--- src/rtl/core/lru_tile_slot_list_assert.svh ---
// assertion macros for the tile slot recency list
`ifndef LRU_TILE_SLOT_LIST_ASSERT_SVH
`define LRU_TILE_SLOT_LIST_ASSERT_SVH
`ifndef SYNTHESIS
// same-cycle implication
`define LTS_ASSERT_IMP(name, clk, rst_n, ante, cons) \
    name: assert property (@(posedge clk) disable iff (!rst_n) (ante) |-> (cons)) \
        else $error("lts assertion failed");
// next-cycle implication
`define LTS_ASSERT_NXT(name, clk, rst_n, ante, cons) \
    name: assert property (@(posedge clk) disable iff (!rst_n) (ante) |=> (cons)) \
        else $error("lts assertion failed");
`else
`define LTS_ASSERT_IMP(name, clk, rst_n, ante, cons)
`define LTS_ASSERT_NXT(name, clk, rst_n, ante, cons)
`endif
`endif

--- src/rtl/core/lts_pkg.sv ---
`timescale 1ns / 1ps
`default_nettype none

package lts_pkg;

    // field widths fixed by the interface
    localparam int OUT_W = 8;
    localparam int TPA_W = 9;
    localparam logic [TPA_W-1:0] TPA_RESET = 9'd16;

    // operation codes
    localparam logic [1:0] OP_APPEND_TAIL = 2'd0;
    localparam logic [1:0] OP_APPEND_HEAD = 2'd1;
    localparam logic [1:0] OP_UNLINK      = 2'd2;
    localparam logic [1:0] OP_RSVD        = 2'd3;

    // sequencer states
    typedef enum logic [3:0] {
        ST_INIT,
        ST_IDLE,
        ST_RD_S,
        ST_CHK,
        ST_RD_1,
        ST_WR_1,
        ST_RD_2,
        ST_WR_2,
        ST_WR_S,
        ST_DIV_GO,
        ST_DIV_WAIT,
        ST_DONE
    } state_t;

endpackage

`default_nettype wire

--- src/rtl/core/lts_div.sv ---
`timescale 1ns / 1ps
`default_nettype none

module lts_div #(
    parameter int DVD_W = 8
) (
    input  wire logic                     clk,
    input  wire logic                     rst_n,
    input  wire logic                     start,
    input  wire logic [DVD_W-1:0]         dividend,
    input  wire logic [lts_pkg::TPA_W-1:0] divisor,
    output logic                          busy,
    output logic                          done,
    output logic      [DVD_W-1:0]         quotient,
    output logic      [lts_pkg::TPA_W-1:0] remainder
);

    localparam int CNT_W = $clog2(DVD_W + 1);
    localparam int TW    = lts_pkg::TPA_W;

    logic             busy_reg, busy_next;
    logic             done_reg, done_next;
    logic [CNT_W-1:0] cnt_reg, cnt_next;
    logic [DVD_W-1:0] dvd_reg, dvd_next;
    logic [TW-1:0]    rem_reg, rem_next;
    logic [TW-1:0]    dvs_reg, dvs_next;

    logic [TW:0]      rem_sh;
    logic [TW:0]      rem_sub;
    logic             ge;

    // one restoring step per cycle, quotient bits shift into the dividend register
    always_comb
    begin
        rem_sh  = {rem_reg, dvd_reg[DVD_W-1]};
        ge      = (rem_sh >= {1'b0, dvs_reg});
        rem_sub = rem_sh - {1'b0, dvs_reg};
    end

    always_comb
    begin
        busy_next = busy_reg;
        done_next = 1'b0;
        cnt_next  = cnt_reg;
        dvd_next  = dvd_reg;
        rem_next  = rem_reg;
        dvs_next  = dvs_reg;
        if (start)
        begin
            busy_next = 1'b1;
            cnt_next  = CNT_W'(DVD_W);
            dvd_next  = dividend;
            rem_next  = '0;
            dvs_next  = divisor;
        end
        else if (busy_reg)
        begin
            dvd_next = (dvd_reg << 1) | DVD_W'(ge);
            rem_next = ge ? rem_sub[TW-1:0] : rem_sh[TW-1:0];
            cnt_next = cnt_reg - CNT_W'(1);
            if (cnt_reg == CNT_W'(1))
            begin
                busy_next = 1'b0;
                done_next = 1'b1;
            end
        end
    end

    // control state
    always_ff @(posedge clk or negedge rst_n)
    begin
        if (!rst_n)
        begin
            busy_reg <= 1'b0;
            done_reg <= 1'b0;
            cnt_reg  <= '0;
        end
        else
        begin
            busy_reg <= busy_next;
            done_reg <= done_next;
            cnt_reg  <= cnt_next;
        end
    end

    // datapath
    always_ff @(posedge clk)
    begin
        dvd_reg <= dvd_next;
        rem_reg <= rem_next;
        dvs_reg <= dvs_next;
    end

    assign busy      = busy_reg;
    assign done      = done_reg;
    assign quotient  = dvd_reg;
    assign remainder = rem_reg;

endmodule

`default_nettype wire
--- config.mk ---
export PLATFORM = sky130hd
export DESIGN_NAME = lts_div
export DESIGN_NICKNAME = d
export VERILOG_FILES = /design/src/rtl/core/lru_tile_slot_list_assert.svh /design/src/rtl/core/lts_pkg.sv /design/src/rtl/core/lts_div.sv
export SDC_FILE = /design/constraint.sdc
export NUM_CORES = 1
export LEC_CHECK = 0
export BUFFER_PORTS_ARGS = -buffer_cell sky130_fd_sc_hd__clkbuf_2
export CORE_ASPECT_RATIO = 1.5
export CORE_MARGIN = 8
export CORE_UTILIZATION = 53
export DETAILED_ROUTE_END_ITERATION = 7
export PLACE_DENSITY = 0.78
export SLEW_MARGIN = 20
export SYNTH_ARGS = -nofsm -noshare
export SYNTH_HDL_FRONTEND = slang
export SYNTH_SLANG_ARGS = --single-unit
export TNS_END_PERCENT = 20
--- constraint.sdc ---
create_clock -name clk -period 3.1 [get_ports clk]
set_input_delay 0 -clock clk [delete_from_list [all_inputs] [get_ports clk]]
set_output_delay 0 -clock clk [all_outputs]
set_load 0.01 [all_outputs]
==> impl_metrics.json <==
{
  "initial_antenna_violation_count": 0,
  "area_growth_from_synthesis_to_layout_pct": 22.75,
  "layout-drive-gt1-share": 0.2913,
  "power.ir.vdd_worst_v": 0.0004849,
  "starting_utilization_of_the_core_area": 0.5501,
  "clk_pin_slew_ns": 0.07,
  "route.met2.wl_mm": 2.329,
  "cts_tree": "yes",
  "cp_max_fo": 11,
  "worst_r2r_startpoint": "quotient[7]$_DFFE_PP_",
  "crit_top_cell": "sky130_fd_sc_hd__inv_1",
  "dr_wl_met3_um": 212,
  "worst-path-stages": 9,
  "synth_flop_cell": "sky130_fd_sc_hd__edfxtp_1",
  "critical_path.top_delay_family": "compound AO/OA/AOI/OAI gates",
  "synth-seq-cells": 32,
  "grt_overflow": 0,
  "finalWorstPathRequiredPeriod_ns": 2.638,
  "grt_pass1_wl_mm": 7.196,
  "route.detailed.vias_per_inst": 5.593,
  "crit_path_max_incr_delay_ns": 0.41,
  "worst_pin_slew_ns": 0.6284,
  "synth_area_leaders": "sky130_fd_sc_hd__edfxtp_1 29%, sky130_fd_sc_hd__dfxtp_1 10%, sky130_fd_sc_hd__dfrtp_1 8.6%",
  "floorplan.io_pins": 39,
  "finalWirelength_mm": 4.225,
  "die_width_um": 62.76,
  "reg2reg_depth": 9,
  "report.final.slew_viol_count": 0,
  "cts.path.max_buffers": 2,
  "diodes_inserted": 0,
  "placement_rows": 25,
  "synth.largest_area_cell": "sky130_fd_sc_hd__edfxtp_1",
  "syn-num-nets": 187,
  "synth_edf_count": 17,
  "hold_bufs_inserted_after_cts": 10,
  "critical_path.n_buffers_inverters": 2,
  "die_height_um": 86.14,
  "run_status": "finished clean",
  "nature_of_the_critical_path_endpoint": "register",
  "dpl.hpwl_mm": 3.099,
  "buffer_ports.inserted": 38,
  "relSlewSlack": 0.5799,
  "ys.warnings.count": 0,
  "cp.arrival_ns": 2.84,
  "layout.core_utilization": 0.6752,
  "power-per-cell-area_nw_per_um2": 803.9,
  "highest-signal-layer": "met4",
  "grt_setup_unrepaired": "false",
  "setup_violations": 0,
  "wire_per_inst_um": 17.17,
  "r2r-end": "remainder[0]$_SDFFE_PP0P_",
  "cp_cell_sequence": "inv_1 -> ha_1 -> inv_1 -> fa_1 -> a21o_1 -> a221oi_4 -> o211ai_2 -> mux2_2 -> a211oi_2",
  "remaining_drc_errors": 0,
  "die_area_um2": 5405,
  "synth.cell_area_um2": 1738,
  "p_leak_nw": 0.9556,
  "fin_crit_sh": 0.8508,
  "hold_critical_path_depth": 2,
  "max_freq_mhz": 379.1,
  "p_total_mw": 1.715,
  "gp_routability_congestion": 0.8690,
  "final.setup.tns_ns": 0,
  "clkSinkCount": 32,
  "critPathRequiredTime_ns": 3.30,
  "worst_setup_path_start_kind": "register",
  "drt-met1-wl_mm": 1.556,
  "yosysTopAreaCellShare": 0.2937,
  "worstSetupPathType": "reg2reg",
  "ant_nets": 0,
  "layout.nets": 237,
  "yosys.cell_types.count": 44,
  "ys_async_sr_fraction": 0.1875,
  "synth_cells": 155,
  "timing.critical_path.to": "remainder[0]$_SDFFE_PP0P_",
  "grt_max_degree": 29,
  "cts-resized-gates": 0,
  "reg2reg_setup_slack_ns": 0.46,
  "ctsRootBufferMaster": "sky130_fd_sc_hd__clkbuf_8",
  "synth_sequential_area_ratio": 0.4838,
  "detail_route.first_pass.iterations": 4,
  "drtIter0Drc": 24,
  "grt_pass1_vias": 1579,
  "finalHoldViolCount": 0,
  "post-cts-setup-buffer-count": 0,
  "clock_insertion_delay_worst_skew_ns": 0.28,
  "via_count": 1376,
  "critical_path.slowest_cell": "sky130_fd_sc_hd__edfxtp_1",
  "htreeDepth": 2,
  "synth.avg_cell_area_um2": 11.21,
  "cts_made_buffers": 5,
  "timing.critical_path.from": "quotient[7]$_DFFE_PP_",
  "final.setup_skew_ns": 0.006482,
  "grt_util_all_layers": 0.1673,
  "hold_wc_path_type": "in2reg",
  "maxCapViolCount": 0,
  "core_area_um2": 3159
}
stage by stage:
step	cells	hold slack [ns]	cell area [um^2]	setup WS [ns]
2_1_floorplan	155	-0.2956	1738	0.7350
3_3_place_gp	228	-0.1710	1952	0.5878
3_5_place_dp	228	-0.1662	1952	0.4830
4_1_cts	246	0.01493	2133	0.4551
5_1_grt	246	0.01633	2133	0.2820
6_report	246	0.02361	2133	0.4625
cell type report:
type                       instances  area (um^2)
clock buffer                       7        76.32
clock inverter                     1        5.005
fill                             247         1026
inverter                          17        63.81
multi-input combinational        101        807.0
sequential                        32        840.8
tap                               40        50.05
timing repair buffer              48        290.3
Yosys cell counts (5+ instances only):
master                     number
sky130_fd_sc_hd__dfxtp_1        9
sky130_fd_sc_hd__mux2i_1        5
sky130_fd_sc_hd__dfrtp_1        6
sky130_fd_sc_hd__nor2_1        12
sky130_fd_sc_hd__mux2_2        10
sky130_fd_sc_hd__a21oi_1        6
sky130_fd_sc_hd__edfxtp_1      17
sky130_fd_sc_hd__ha_1          11
sky130_fd_sc_hd__nand2_1        7
sky130_fd_sc_hd__inv_1         17
where the power goes:
group          leakage, nW  total (mW)  internal (mW)  switching [mW]
combinational        0.595       0.753          0.349           0.404
clock               0.0422       0.306          0.157           0.148
sequential           0.319       0.657          0.559          0.0976
cells by family after synthesis:
| logic type | Yosys count | synth area share |
|---|---|---|
| AO/OA/AOI/OAI | 28 | 0.1289 |
| XOR/XNOR | 7 | 0.03528 |
| adder cells (fa/ha/maj) | 12 | 0.09071 |
| buffers and inverters | 22 | 0.05183 |
| flip-flops | 32 | 0.4838 |
| multiplexers | 15 | 0.09359 |
| AND/OR/NAND/NOR | 39 | 0.1159 |
how the worst min path moves through the flow:
| stage | start | endpoint | slack [ns] |
|---|---|---|---|
| finish | dividend[6] | quotient[6]$_DFFE_PP_ | 0.02 |
| global route | dividend[5] | quotient[5]$_DFFE_PP_ | 0.02 |
| CTS | dividend[1] | quotient[1]$_DFFE_PP_ | 0.01 |
| detailed placement | rst_n | busy$_DFF_PN0_ | -0.17 |
| global placement | rst_n | busy$_DFF_PN0_ | -0.17 |
| floorplan | rst_n | busy$_DFF_PN0_ | -0.30 |
routing by layer:
metal  vias to the layer above  GRT usage
met2                        34     0.3185
met5                         -          0
met1                       675     0.1517
met4                         0    0.09583
met3                        12    0.05085
li1                        655          -
placed cells by master (no fill, tap or decap), drive strengths merged, types with 2 or more instances in the layout:
master and instances:
a211oi 5, a21o 3, a21oi 6, a31oi 2
and3 2, clkbuf 45, dfrtp 6, dfxtp 9
dlygate4sd3 10, edfxtp 17, ha 11, inv 17
mux2 10, mux2i 5, nand2 7, nand2b 3
nand3 2, nor2 12, nor3 3, nor3b 2
o211ai 2, o21ai 2, xnor2 4, xor2 3
Note: power is estimated with default switching activity, not from simulation.
